==> src/rtl/lrs_pkg.sv <==
// Shared types and constants for the Luby restart scale block.
// No dependencies; used by lrs_exp, lrs_mul and luby_restart_scale.
`default_nettype none

package lrs_pkg;

    // Field widths.
    localparam int IDX_W  = 31;
    localparam int SIZE_W = IDX_W + 1;
    localparam int SEQ_W  = 5;
    localparam int BASE_W = 16;
    localparam int ACC_W  = 64;
    localparam int HALF_W = ACC_W / 2;
    localparam int PROD_W = HALF_W + BASE_W;

    // Reset value of the base register (2.0 in Q4.12) and 1.0 in Q48.16.
    localparam logic [BASE_W-1:0] BASE_RESET = 16'd8192;
    localparam logic [ACC_W-1:0]  ACC_ONE    = 64'd65536;

    // Sequencer states.
    typedef enum logic [2:0] {
        S_IDLE,
        S_GROW,
        S_SHRINK,
        S_POW_LO,
        S_POW_HI,
        S_POW_ADD,
        S_DONE
    } t_state;

    // Commands to the exponent datapath.
    typedef enum logic [1:0] {
        EOP_NONE,
        EOP_LOAD,
        EOP_GROW,
        EOP_SHRINK
    } t_exp_op;

    // Commands to the power datapath.
    typedef enum logic [2:0] {
        MOP_NONE,
        MOP_INIT,
        MOP_LO,
        MOP_HI,
        MOP_ADD
    } t_mul_op;

    // Loop conditions reported by the exponent datapath.
    typedef struct packed {
        logic grow_more;
        logic shrink_more;
    } t_exp_sts;

endpackage

`default_nettype wire

==> src/rtl/lrs_exp.sv <==
// Exponent datapath: size, index and sequence registers with one grow/shrink step.
// Depends on lrs_pkg.
`default_nettype none

module lrs_exp (
    input  wire                               i_clk,
    input  wire                               i_rst_n,
    input  lrs_pkg::t_exp_op                  i_op,
    input  wire  [lrs_pkg::IDX_W-1:0]         i_index,
    output lrs_pkg::t_exp_sts                 o_sts,
    output logic [lrs_pkg::SEQ_W-1:0]         o_seq
);

    logic [lrs_pkg::IDX_W-1:0]  r_x;
    logic [lrs_pkg::IDX_W-1:0]  n_x;
    logic [lrs_pkg::SIZE_W-1:0] r_size;
    logic [lrs_pkg::SIZE_W-1:0] n_size;
    logic [lrs_pkg::SEQ_W-1:0]  r_seq;
    logic [lrs_pkg::SEQ_W-1:0]  n_seq;

    logic [lrs_pkg::SIZE_W-1:0] x_ext;
    logic [lrs_pkg::SIZE_W-1:0] size_m1;
    logic [lrs_pkg::SIZE_W-1:0] half;
    logic [lrs_pkg::SIZE_W-1:0] x_red;

    // Sizes are always of the form 2^k-1, so (size-1)>>1 is size>>1.
    assign x_ext   = {1'b0, r_x};
    assign size_m1 = r_size - lrs_pkg::SIZE_W'(1);
    assign half    = r_size >> 1;

    // The index never exceeds twice the new size, so the modulo needs at
    // most two subtractions of the new size, picked by comparison.
    always_comb begin
        if (x_ext >= size_m1) begin
            x_red = x_ext - size_m1;
        end else if (x_ext >= half) begin
            x_red = x_ext - half;
        end else begin
            x_red = x_ext;
        end
    end

    assign o_sts.grow_more   = (r_size <= x_ext);
    assign o_sts.shrink_more = (size_m1 != x_ext);
    assign o_seq             = r_seq;

    // Next values for the selected step.
    always_comb begin
        n_x    = r_x;
        n_size = r_size;
        n_seq  = r_seq;
        case (i_op)
            lrs_pkg::EOP_LOAD: begin
                n_x    = i_index;
                n_size = lrs_pkg::SIZE_W'(1);
                n_seq  = '0;
            end
            lrs_pkg::EOP_GROW: begin
                n_size = {r_size[lrs_pkg::SIZE_W-2:0], 1'b1};
                n_seq  = r_seq + lrs_pkg::SEQ_W'(1);
            end
            lrs_pkg::EOP_SHRINK: begin
                n_size = half;
                n_seq  = r_seq - lrs_pkg::SEQ_W'(1);
                n_x    = x_red[lrs_pkg::IDX_W-1:0];
            end
            default: begin
            end
        endcase
    end

    // Datapath registers; reset leaves them as after a load of index zero.
    always_ff @(posedge i_clk) begin
        if (!i_rst_n) begin
            r_x    <= '0;
            r_size <= lrs_pkg::SIZE_W'(1);
            r_seq  <= '0;
        end else begin
            r_x    <= n_x;
            r_size <= n_size;
            r_seq  <= n_seq;
        end
    end

endmodule

`default_nettype wire

==> src/rtl/lrs_mul.sv <==
// Power datapath: one shared 32x16 multiplier builds the Q48.16 power with saturation.
// Depends on lrs_pkg.
`default_nettype none

module lrs_mul (
    input  wire                               i_clk,
    input  wire                               i_rst_n,
    input  lrs_pkg::t_mul_op                  i_op,
    input  wire  [lrs_pkg::BASE_W-1:0]        i_base,
    output logic [lrs_pkg::ACC_W-1:0]         o_acc,
    output logic                              o_sat
);

    logic [lrs_pkg::ACC_W-1:0]  r_acc;
    logic [lrs_pkg::ACC_W-1:0]  n_acc;
    logic                       r_sat;
    logic                       n_sat;
    logic [lrs_pkg::PROD_W-1:0] r_prod;
    logic [lrs_pkg::PROD_W-1:0] n_prod;
    logic [lrs_pkg::PROD_W-1:0] r_plo;
    logic [lrs_pkg::PROD_W-1:0] n_plo;

    logic [lrs_pkg::HALF_W-1:0] mul_a;
    logic [lrs_pkg::PROD_W-1:0] mul_p;
    logic [lrs_pkg::ACC_W:0]    sum;

    // Shared multiplier: low half of the accumulator first, then the high half.
    assign mul_a = (i_op == lrs_pkg::MOP_HI) ? r_acc[lrs_pkg::ACC_W-1:lrs_pkg::HALF_W]
                                             : r_acc[lrs_pkg::HALF_W-1:0];
    assign mul_p = {{lrs_pkg::BASE_W{1'b0}}, mul_a}
                 * {{lrs_pkg::HALF_W{1'b0}}, i_base};

    // Recombine: (p_hi << 20) + (p_lo >> 12), with a carry out meaning overflow.
    assign sum = {1'b0, r_prod[43:0], 20'b0}
               + {29'b0, r_plo[lrs_pkg::PROD_W-1:12]};

    assign o_acc = r_acc;
    assign o_sat = r_sat;

    always_comb begin
        n_acc  = r_acc;
        n_sat  = r_sat;
        n_prod = r_prod;
        n_plo  = r_plo;
        case (i_op)
            lrs_pkg::MOP_INIT: begin
                n_acc = lrs_pkg::ACC_ONE;
                n_sat = 1'b0;
            end
            lrs_pkg::MOP_LO: begin
                n_prod = mul_p;
            end
            lrs_pkg::MOP_HI: begin
                n_plo  = r_prod;
                n_prod = mul_p;
            end
            lrs_pkg::MOP_ADD: begin
                if ((|r_prod[lrs_pkg::PROD_W-1:44]) || sum[lrs_pkg::ACC_W]) begin
                    n_acc = '1;
                    n_sat = 1'b1;
                end else begin
                    n_acc = sum[lrs_pkg::ACC_W-1:0];
                end
            end
            default: begin
            end
        endcase
    end

    // Accumulator and partial products; the flag is cleared by reset.
    always_ff @(posedge i_clk) begin
        if (!i_rst_n) begin
            r_sat <= 1'b0;
        end else begin
            r_sat <= n_sat;
        end
        r_acc  <= n_acc;
        r_prod <= n_prod;
        r_plo  <= n_plo;
    end

endmodule

`default_nettype wire

==> src/rtl/luby_restart_scale.sv <==
// Top level of the Luby restart scale block: sequencer, base register, output register.
// Depends on lrs_pkg, lrs_exp and lrs_mul.
//
//  Channel  | Direction | Handshake               | Payload
//  ---------+-----------+-------------------------+--------------------------------------
//  in       | input     | i_in_valid / o_in_stall | i_restart_index
//  out      | output    | o_out_valid/i_out_stall | o_scale_value, o_exponent, o_saturated
//  cfg      | input     | i_cfg_valid/o_cfg_ready | i_cfg_data (restart_base)
//
// A transaction takes a load step, the grow steps and the shrink steps (each up to 31)
// and an exit step after each loop, then per multiply of the shared 32x16 multiplier
// (seq multiplies, fewer after saturation) a low, a high and an add step, an exit step
// from that loop, and a finish step.
// Reset (synchronous, active low) returns to idle, empties the output register and
// sets the base to 2.0. A finished result waits in the output register, so the next
// input transaction can start while the result is stalled.
`default_nettype none

module luby_restart_scale (
    input  wire                               i_clk,
    input  wire                               i_rst_n,
    input  wire                               i_in_valid,
    output logic                              o_in_stall,
    input  wire  [lrs_pkg::IDX_W-1:0]         i_restart_index,
    output logic                              o_out_valid,
    input  wire                               i_out_stall,
    output logic [lrs_pkg::ACC_W-1:0]         o_scale_value,
    output logic [lrs_pkg::SEQ_W-1:0]         o_exponent,
    output logic                              o_saturated,
    input  wire                               i_cfg_valid,
    output logic                              o_cfg_ready,
    input  wire  [lrs_pkg::BASE_W-1:0]        i_cfg_data
);

    lrs_pkg::t_state            r_state;
    lrs_pkg::t_state            n_state;
    logic [lrs_pkg::SEQ_W-1:0]  r_cnt;
    logic [lrs_pkg::SEQ_W-1:0]  n_cnt;
    logic [lrs_pkg::BASE_W-1:0] r_base;
    logic                       r_out_valid;
    logic [lrs_pkg::ACC_W-1:0]  r_out_value;
    logic [lrs_pkg::SEQ_W-1:0]  r_out_exp;
    logic                       r_out_sat;

    lrs_pkg::t_exp_op           exp_op;
    lrs_pkg::t_exp_sts          exp_sts;
    logic [lrs_pkg::SEQ_W-1:0]  exp_seq;
    lrs_pkg::t_mul_op           mul_op;
    logic [lrs_pkg::ACC_W-1:0]  mul_acc;
    logic                       mul_sat;

    logic                       in_take;
    logic                       out_free;
    logic                       out_load;
    logic                       pow_end;

    assign in_take  = i_in_valid && !o_in_stall;
    assign out_free = !r_out_valid || !i_out_stall;
    assign pow_end  = (r_cnt == '0) || mul_sat;

    lrs_exp u_exp (
        .i_clk   (i_clk),
        .i_rst_n (i_rst_n),
        .i_op    (exp_op),
        .i_index (i_restart_index),
        .o_sts   (exp_sts),
        .o_seq   (exp_seq)
    );

    lrs_mul u_mul (
        .i_clk   (i_clk),
        .i_rst_n (i_rst_n),
        .i_op    (mul_op),
        .i_base  (r_base),
        .o_acc   (mul_acc),
        .o_sat   (mul_sat)
    );

    // Next state of the sequencer.
    always_comb begin
        n_state = r_state;
        unique case (r_state)
            lrs_pkg::S_IDLE: begin
                if (in_take) n_state = lrs_pkg::S_GROW;
            end
            lrs_pkg::S_GROW: begin
                if (!exp_sts.grow_more) n_state = lrs_pkg::S_SHRINK;
            end
            lrs_pkg::S_SHRINK: begin
                if (!exp_sts.shrink_more) n_state = lrs_pkg::S_POW_LO;
            end
            lrs_pkg::S_POW_LO: begin
                n_state = pow_end ? lrs_pkg::S_DONE : lrs_pkg::S_POW_HI;
            end
            lrs_pkg::S_POW_HI: begin
                n_state = lrs_pkg::S_POW_ADD;
            end
            lrs_pkg::S_POW_ADD: begin
                n_state = lrs_pkg::S_POW_LO;
            end
            lrs_pkg::S_DONE: begin
                if (out_free) n_state = lrs_pkg::S_IDLE;
            end
            default: begin
                n_state = lrs_pkg::S_IDLE;
            end
        endcase
    end

    // Sequencer outputs: datapath commands, loop counter and result load.
    always_comb begin
        exp_op     = lrs_pkg::EOP_NONE;
        mul_op     = lrs_pkg::MOP_NONE;
        n_cnt      = r_cnt;
        out_load   = 1'b0;
        o_in_stall = 1'b1;
        unique case (r_state)
            lrs_pkg::S_IDLE: begin
                o_in_stall = 1'b0;
                if (in_take) exp_op = lrs_pkg::EOP_LOAD;
            end
            lrs_pkg::S_GROW: begin
                if (exp_sts.grow_more) exp_op = lrs_pkg::EOP_GROW;
            end
            lrs_pkg::S_SHRINK: begin
                if (exp_sts.shrink_more) begin
                    exp_op = lrs_pkg::EOP_SHRINK;
                end else begin
                    mul_op = lrs_pkg::MOP_INIT;
                    n_cnt  = exp_seq;
                end
            end
            lrs_pkg::S_POW_LO: begin
                if (!pow_end) mul_op = lrs_pkg::MOP_LO;
            end
            lrs_pkg::S_POW_HI: begin
                mul_op = lrs_pkg::MOP_HI;
            end
            lrs_pkg::S_POW_ADD: begin
                mul_op = lrs_pkg::MOP_ADD;
                n_cnt  = r_cnt - lrs_pkg::SEQ_W'(1);
            end
            lrs_pkg::S_DONE: begin
                out_load = out_free;
            end
            default: begin
            end
        endcase
    end

    // Sequencer state and loop counter.
    always_ff @(posedge i_clk) begin
        if (!i_rst_n) begin
            r_state <= lrs_pkg::S_IDLE;
        end else begin
            r_state <= n_state;
        end
        r_cnt <= n_cnt;
    end

    // Base register; writes are always taken.
    assign o_cfg_ready = 1'b1;

    always_ff @(posedge i_clk) begin
        if (!i_rst_n) begin
            r_base <= lrs_pkg::BASE_RESET;
        end else if (i_cfg_valid) begin
            r_base <= i_cfg_data;
        end
    end

    // Output register: loading has priority over the downstream transaction.
    always_ff @(posedge i_clk) begin
        if (!i_rst_n) begin
            r_out_valid <= 1'b0;
        end else if (out_load) begin
            r_out_valid <= 1'b1;
        end else if (!i_out_stall) begin
            r_out_valid <= 1'b0;
        end
        if (out_load) begin
            r_out_value <= mul_acc;
            r_out_exp   <= exp_seq;
            r_out_sat   <= mul_sat;
        end
    end

    assign o_out_valid   = r_out_valid;
    assign o_scale_value = r_out_value;
    assign o_exponent    = r_out_exp;
    assign o_saturated   = r_out_sat;

endmodule

`default_nettype wire
==> config.mk <==
export PLATFORM = sky130hd
export DESIGN_NAME = luby_restart_scale
export DESIGN_NICKNAME = d
export VERILOG_FILES = /design/src/rtl/lrs_pkg.sv /design/src/rtl/lrs_exp.sv /design/src/rtl/lrs_mul.sv /design/src/rtl/luby_restart_scale.sv
export SDC_FILE = /design/constraint.sdc
export NUM_CORES = 2
export LEC_CHECK = 0
export CAP_MARGIN = 5
export CORE_MARGIN = 1
export CORE_UTILIZATION = 65
export CTS_BUF_LIST = sky130_fd_sc_hd__clkbuf_8
export CTS_CLUSTER_SIZE = 24
export DETAILED_ROUTE_END_ITERATION = 8
export DONT_BUFFER_PORTS = 1
export PLACE_DENSITY = 0.82
export SYNTH_ARGS = -nofsm -noshare
export SYNTH_HDL_FRONTEND = slang
export SYNTH_SLANG_ARGS = --single-unit
==> constraint.sdc <==
create_clock -name i_clk -period 27.1 [get_ports i_clk]
set_input_delay 4.065 -clock i_clk [delete_from_list [all_inputs] [get_ports i_clk]]
set_output_delay 4.065 -clock i_clk [all_outputs]
set_load 0.02 [all_outputs]
=== After elaboration in Yosys (flattened, before gate mapping) ===
Cells that the tools add are included.

* Register bits after elaboration: 324
* Input port bits: 52
* Output and inout port bits: 73
* Logic and storage cells: 93

* Eq/ne operators: 21
* Add/subtract/negate cells: 7
* Mux-type cells: 29
* Reduce and logical (&&, ||, !) cells: 18
* Multiply operators: 1
* Magnitude comparators: 3

{| class="wikitable"
|+ Operators by type and width
! operator !! number
|-
| $pmux W64 S2 || 1
|-
| $pmux W32 S3 || 1
|-
| $add A64 B36 Y65 || 1
|-
| $mux W64 || 1
|-
| $mux W31 || 2
|-
| $pmux W31 S2 || 1
|-
| $sub A31 B31 Y31 || 2
|-
| $mul A32 B16 Y48 || 1
|-
| $ge A31 B32 Y1 || 1
|-
| $le A32 B31 Y1 || 1
|-
| $mux W32 || 1
|-
| $ne A32 B31 Y1 || 1
|-
| $sub A32 B1 Y32 const B || 1
|-
| $ge A31 B31 Y1 || 1
|-
| $pmux W3 S7 || 1
|-
| $pmux W5 S3 || 1
|-
| $eq A3 B2 Y1 const B || 4
|-
| $eq A3 B3 Y1 const B || 4
|-
| $mux W3 || 4
|-
| $pmux W3 S4 || 1
|-
| $pmux W5 S2 || 1
|-
| $sub A5 B1 Y5 const B || 2
|-
| $mux W2 || 4
|-
| $ne A2 B2 Y1 const B || 4
|-
| 21 further kinds || 37
|}

=== Longest topological paths before layout ===
* Word-level depth: 7
* Depth in mapped cells: 31
* Depth with buffers taken out: 27

=== Hierarchy ===
Synthesis repeated with hierarchy kept, for this count alone.

* Cells, all modules: 3702
* Area total of the unflattened synthesis: 34349.2 µm²

{| class="wikitable"
|+ Modules (own cells, without submodules)
! module !! instances !! cells each !! area an instance (µm²) !! sequential area each (µm²)
|-
| lrs_mul || 1 || 2422 || 22860.7 || 4464.3
|-
| lrs_exp || 1 || 1085 || 8184.1 || 1361.3
|-
| luby_restart_scale || 1 || 195 || 3304.4 || 2652.5
|}

=== Worst setup path after synthesis ===
Ideal clock, no wire load.

* Path kind: input-to-reg
* Start: in i_out_stall
* End: reg r_out_exp (netlist bit o_exponent[0]), enable pin
* Path buffers: 0
* Path slack: 17.555 ns
* Arrival: 8.961 ns
* Stages on the path: 3
* Cells stage by stage: nand2_1 > nand2_1 > nor3_1

* Longest elaborated chain between the ends: 3

{| class="wikitable"
|+ RTL lines
! what !! line !! text
|-
| start: declaration || luby_restart_scale.sv:26 || <nowiki>input wire i_out_stall,</nowiki>
|-
| $logic_not A1 Y1 || - ||
|-
| $logic_or A1 B1 Y1 || luby_restart_scale.sv:58 || <nowiki>assign out_free = !r_out_valid || !i_out_stall;</nowiki>
|-
| $mux W1 || luby_restart_scale.sv:117 || <nowiki>unique case (r_state)</nowiki>
|-
| net out_load || luby_restart_scale.sv:54 || <nowiki>logic out_load;</nowiki>
|-
| end signal: assignment || luby_restart_scale.sv:183 || <nowiki>r_out_exp <= exp_seq;</nowiki>
|-
| end: declaration || luby_restart_scale.sv:42 || <nowiki>logic [lrs_pkg::SEQ_W-1:0] r_out_exp;</nowiki>
|}

The timed path passes the listed nets, and every way through them passes these cells.
A chain may end at the register's enable or synchronous reset.

=== Worst setup path after layout ===
* Start: reg r_state[2]
* End: reg u_mul.r_prod[44] in the netlist's numbering (data pin)

* Longest elaborated chain between the ends: 5
* Elaborated cells on any way between the ends: 8
* Those cells by class: mul: 1; eq/ne: 5; mux: 2

{| class="wikitable"
|+ RTL lines
! what !! line !! text
|-
| start: declaration || luby_restart_scale.sv:35 || <nowiki>lrs_pkg::t_state r_state;</nowiki>
|-
| start signal: assignment || luby_restart_scale.sv:154 || <nowiki>r_state <= lrs_pkg::S_IDLE;</nowiki>
|-
| start signal: assignment || luby_restart_scale.sv:156 || <nowiki>r_state <= n_state;</nowiki>
|-
| $eq A3 B3 Y1 / $eq A3 B2 Y1 (equally long branches) || luby_restart_scale.sv:117 ||
|-
| $pmux W3 S4 * || luby_restart_scale.sv:117 ||
|-
| $eq A3 B2 Y1 * || lrs_mul.sv:28 || <nowiki>assign mul_a = (i_op == lrs_pkg::MOP_HI) ? r_acc[lrs_pkg::ACC_W-1:lrs_pkg::HALF_W]</nowiki>
|-
| $mux W32 * || lrs_mul.sv:28 ||
|-
| $mul A32 B16 Y48 * || lrs_mul.sv:31 || <nowiki>* {{lrs_pkg::HALF_W{1'b0}}, i_base};</nowiki>
|-
| net u_mul.mul_p, one bit || lrs_mul.sv:24 || <nowiki>logic [lrs_pkg::PROD_W-1:0] mul_p;</nowiki>
|-
| end signal: assignment || lrs_mul.sv:78 || <nowiki>r_prod <= n_prod;</nowiki>
|-
| end: declaration || lrs_mul.sv:18 || <nowiki>logic [lrs_pkg::PROD_W-1:0] r_prod;</nowiki>
|}

Mark *: on every way through the listed nets, which the timed path passes. The rest lies on a longest branch.

==> impl_metrics.csv <==
group,metric,value,unit
timing,relSlewSlack,0.156,
power,p_sw_frac,0.508,
cells_and_area,nets,4228,
power,power.density,105,mW/mm2
global_routing,grt_use_total,0.350,
synth,avgSynthCellArea,9.34,um2
power,p_switching,1.89,mW
setup_path,slowest_delay,0.67,ns
power,peakVddDrop,0.128,mV
power,power.total,3.72,mW
synth,synth.distinct_cells,86,
detailed_routing,ant_nets,0,
timing,hold_viol,0,
clock_tree,cts_tree,"yes",
floorplan,io_pins,125,
placed_design,place.gp.congestion,0.995,
detailed_routing,wire_per_inst,21.4,um
flow_run,cap_violations,0,
synth,syn_inst,3609,
timing,timing.setup.tns,0,ns
setup_path,cp-start-kind,"flip-flop",
power,pwr-share-comb,0.695,
global_routing,grt-ovfl-total,0,
synth,async_flop_share,0,
placed_design,hpwl,66800,um
setup_path,path_class,"reg -> reg",
run_status,status,"finished clean",
floorplan,start_util,0.657,
detailed_routing,routed_wl,90700,um
floorplan,chipWidth,230,um
hold_path,min_path_type,"reg -> reg",
power,clkPwrFrac,0.118,
setup_path,crit_top_cell,"fa_1",
synth,synth_seq_area_share,0.251,
synth,synth_seq_cells,312,
timing,finalCritPeriodShare,0.321,
cells_and_area,fin_util,0.688,
synth,synthesis.area,0.0337,mm2
setup_path,crit_path_top_delay_cell,"buf_4",
floorplan,coreArea,0.0513,mm2
setup_path,critical_path_arrival,9.11,ns
setup_path,cp_max_fo,51,
timing,worst_pin_slew,1.27,ns
clock_tree,cts-hold-fix-buffers,0,
clock_tree,clkLatencyLatePin,0.67,ns
power,power.internal,1.83,mW
synth,synth_edf_count,223,
setup_path,required,27.50,ns
timing,setup_viol,0,
clock_tree,clk_path_buf_depth,3,
clock_tree,cts_setup_buffers,0,
synth,ys.flop_type,"edfxtp_1",
clock_tree,path_clk_slew,0.06,ns
timing,max_freq,115,MHz
clock_tree,clock_sinks,312,
global_routing,grt_pass1_wl,145000,um
floorplan,dieArea,0.0528,mm2
detailed_routing,drtIter0Drc,2169,
global_routing,grt_max_degree,82,
timing,final_max_slew_viol_count,0,
power,seqPwrFrac,0.187,
global_routing,antenna_found_initial,4,
timing,finClkSkew,0.0525,ns
placed_design,portBuffers,0,
floorplan,die_h,230,um
cells_and_area,drive_above_1_share,0.0516,
floorplan,rows,83,
clock_tree,ctsHtreeMaxLevel,2,
detailed_routing,drc,0,
detailed_routing,dr.pass1.iters,6,
cells_and_area,synthToLayoutAreaGrowth,4.63,%
detailed_routing,via_per_inst,6.15,
power,leakagePower,15.3,nW
timing,final.min_clock_period,8.71,ns
synth,synth_warnings,0,
global_routing,grt_pass1_vias,26648,
detailed_routing,route.vias.total,26118,
synth,syn_nets,4317,
clock_tree,cts-buffers-inserted,53,
setup_path,cp-end-kind,"flip-flop",
timing,rsz0062_at_grt,"no",
clock_tree,cts_root_buf,"clkbuf_8",
clock_tree,cts_resized,0,
[state kept, by name, summed over array words and instances, names as in the netlist, 3 cells and up]
name,count
r_base,16
u_exp.r_x,31
u_mul.o_acc,64
u_mul.r_prod,48
o_scale_value,64
r_state,3
u_mul.r_plo,36
o_exponent,5
u_exp.r_size,32
u_exp.o_seq,5
r_cnt,5
[layout by cell type (no fill, tap or decap), types with 89 or more instances in the layout]
cell type	count
and2_1	221
a21oi_1	173
fa_1	422
xnor2_1	120
nand2_1	476
edfxtp_1	223
dfxtp_1	89
ha_1	234
nor2_1	178
inv_1	572
[kinds of logic (layout without fill, tap and decap cells)]
family | Yosys count | in the layout | share of synthesized area
DFF | 312 | 312 | 0.251
xor gates and xnor gates | 156 | 156 | 0.0407
buffers and inverters | 731 | 686 | 0.0826
and+or+nand+nor | 1133 | 1133 | 0.160
muxes | 53 | 53 | 0.0169
AOI/OAI and AO/OA | 567 | 567 | 0.111
adders and majority gates | 656 | 656 | 0.337
other | 1 | 4 | 0.000111
[critical path: cells and delay by family (launching register included)]
| family | cells | cell delay, ns |
|---|---|---|
| fa+ha+maj | 7 | 3.47 |
| compound gates | 7 | 2.06 |
| buf+inv | 7 | 1.38 |
| mux | 1 | 0.59 |
| flops | 1 | 0.46 |
| simple gates | 2 | 0.37 |
| xor+xnor | 1 | 0.08 |
[cells in the mapped netlist, types with 20 or more instances]
master | instances | area share
inv_1 | 552 | 0.061
nand2_1 | 478 | 0.053
fa_1 | 422 | 0.25
ha_1 | 234 | 0.087
edfxtp_1 | 223 | 0.20
and2_1 | 221 | 0.041
nor2_1 | 178 | 0.020
a21oi_1 | 173 | 0.026
clkbuf_1 | 166 | 0.018
xnor2_1 | 120 | 0.031
dfxtp_1 | 89 | 0.053
o21ai_0 | 80 | 0.012
nand3_1 | 64 | 0.0095
a21o_1 | 51 | 0.011
a31oi_1 | 49 | 0.0091
nor3_1 | 37 | 0.0055
o211ai_1 | 35 | 0.0078
xor2_1 | 35 | 0.0091
mux2_2 | 32 | 0.011
a211oi_1 | 26 | 0.0058
nand2b_1 | 25 | 0.0046
nor2b_1 | 22 | 0.0041
o21a_1 | 22 | 0.0049
mux2i_1 | 21 | 0.0062
and3_1 | 20 | 0.0037
nand4_1 | 20 | 0.0037
[power by group through the flow]
stage                     sequential [mW]  combinational (mW)  clock (mW)
after floorplan                     0.672                1.90           0
after global placement              0.702                2.50           0
after detailed placement            0.702                2.52           0
after CTS                           0.694                2.55       0.444
after global routing                0.702                2.83       0.464
final                               0.696                2.58       0.440
[metrics by stage]
| step | area, um2 | cells | setup WS [ns] | hold WS [ns] |
|---|---|---|---|---|
| after floorplan | 33700 | 3609 | 17.55 | 0.420 |
| after global placement | 34200 | 4145 | 18.59 | 0.431 |
| after detailed placement | 34200 | 4145 | 18.48 | 0.444 |
| after CTS | 35300 | 4244 | 18.43 | 0.436 |
| after global routing | 35300 | 4247 | 18.04 | 0.435 |
| final | 35300 | 4247 | 18.39 | 0.437 |
[path summary, 6_finish.rpt]
kind | from | to | slack [ns] | cells past startpoint
max | r_state[2]$_SDFFE_PN0P_ | u_mul.r_prod[44]$_DFFE_PP_ | 18.39 | 25
min reg2reg | u_mul.o_acc[38]$_SDFFCE_PN0P_ | o_scale_value[38]$_DFFE_PP_ | 0.44 | 0
min | u_mul.o_acc[38]$_SDFFCE_PN0P_ | o_scale_value[38]$_DFFE_PP_ | 0.44 | 0
max reg2reg | r_state[2]$_SDFFE_PN0P_ | u_mul.r_prod[44]$_DFFE_PP_ | 18.39 | 25
[metal layers]
metal  GRT usage  vias to the layer above  share of wire  wire (um)
li1            -                    11649              -          -
met1       0.439                    12925           0.37      33800
met2       0.599                     1230           0.49      44500
met3      0.0491                      314          0.079       7180
met4       0.166                        0          0.057       5130
met5           0                        -              0          0
[cell type report]
type / count / area (um2)
timing repair buffer: 33 / 248
clock inverter: 35 / 204
clock buffer: 64 / 881
inverter: 554 / 2080
multi-input combinational: 2566 / 22500
sequential: 312 / 8480
tap: 680 / 851
antenna: 3 / 7.51
fill: 3961 / 16000
(Power assumes the default switching activity.)
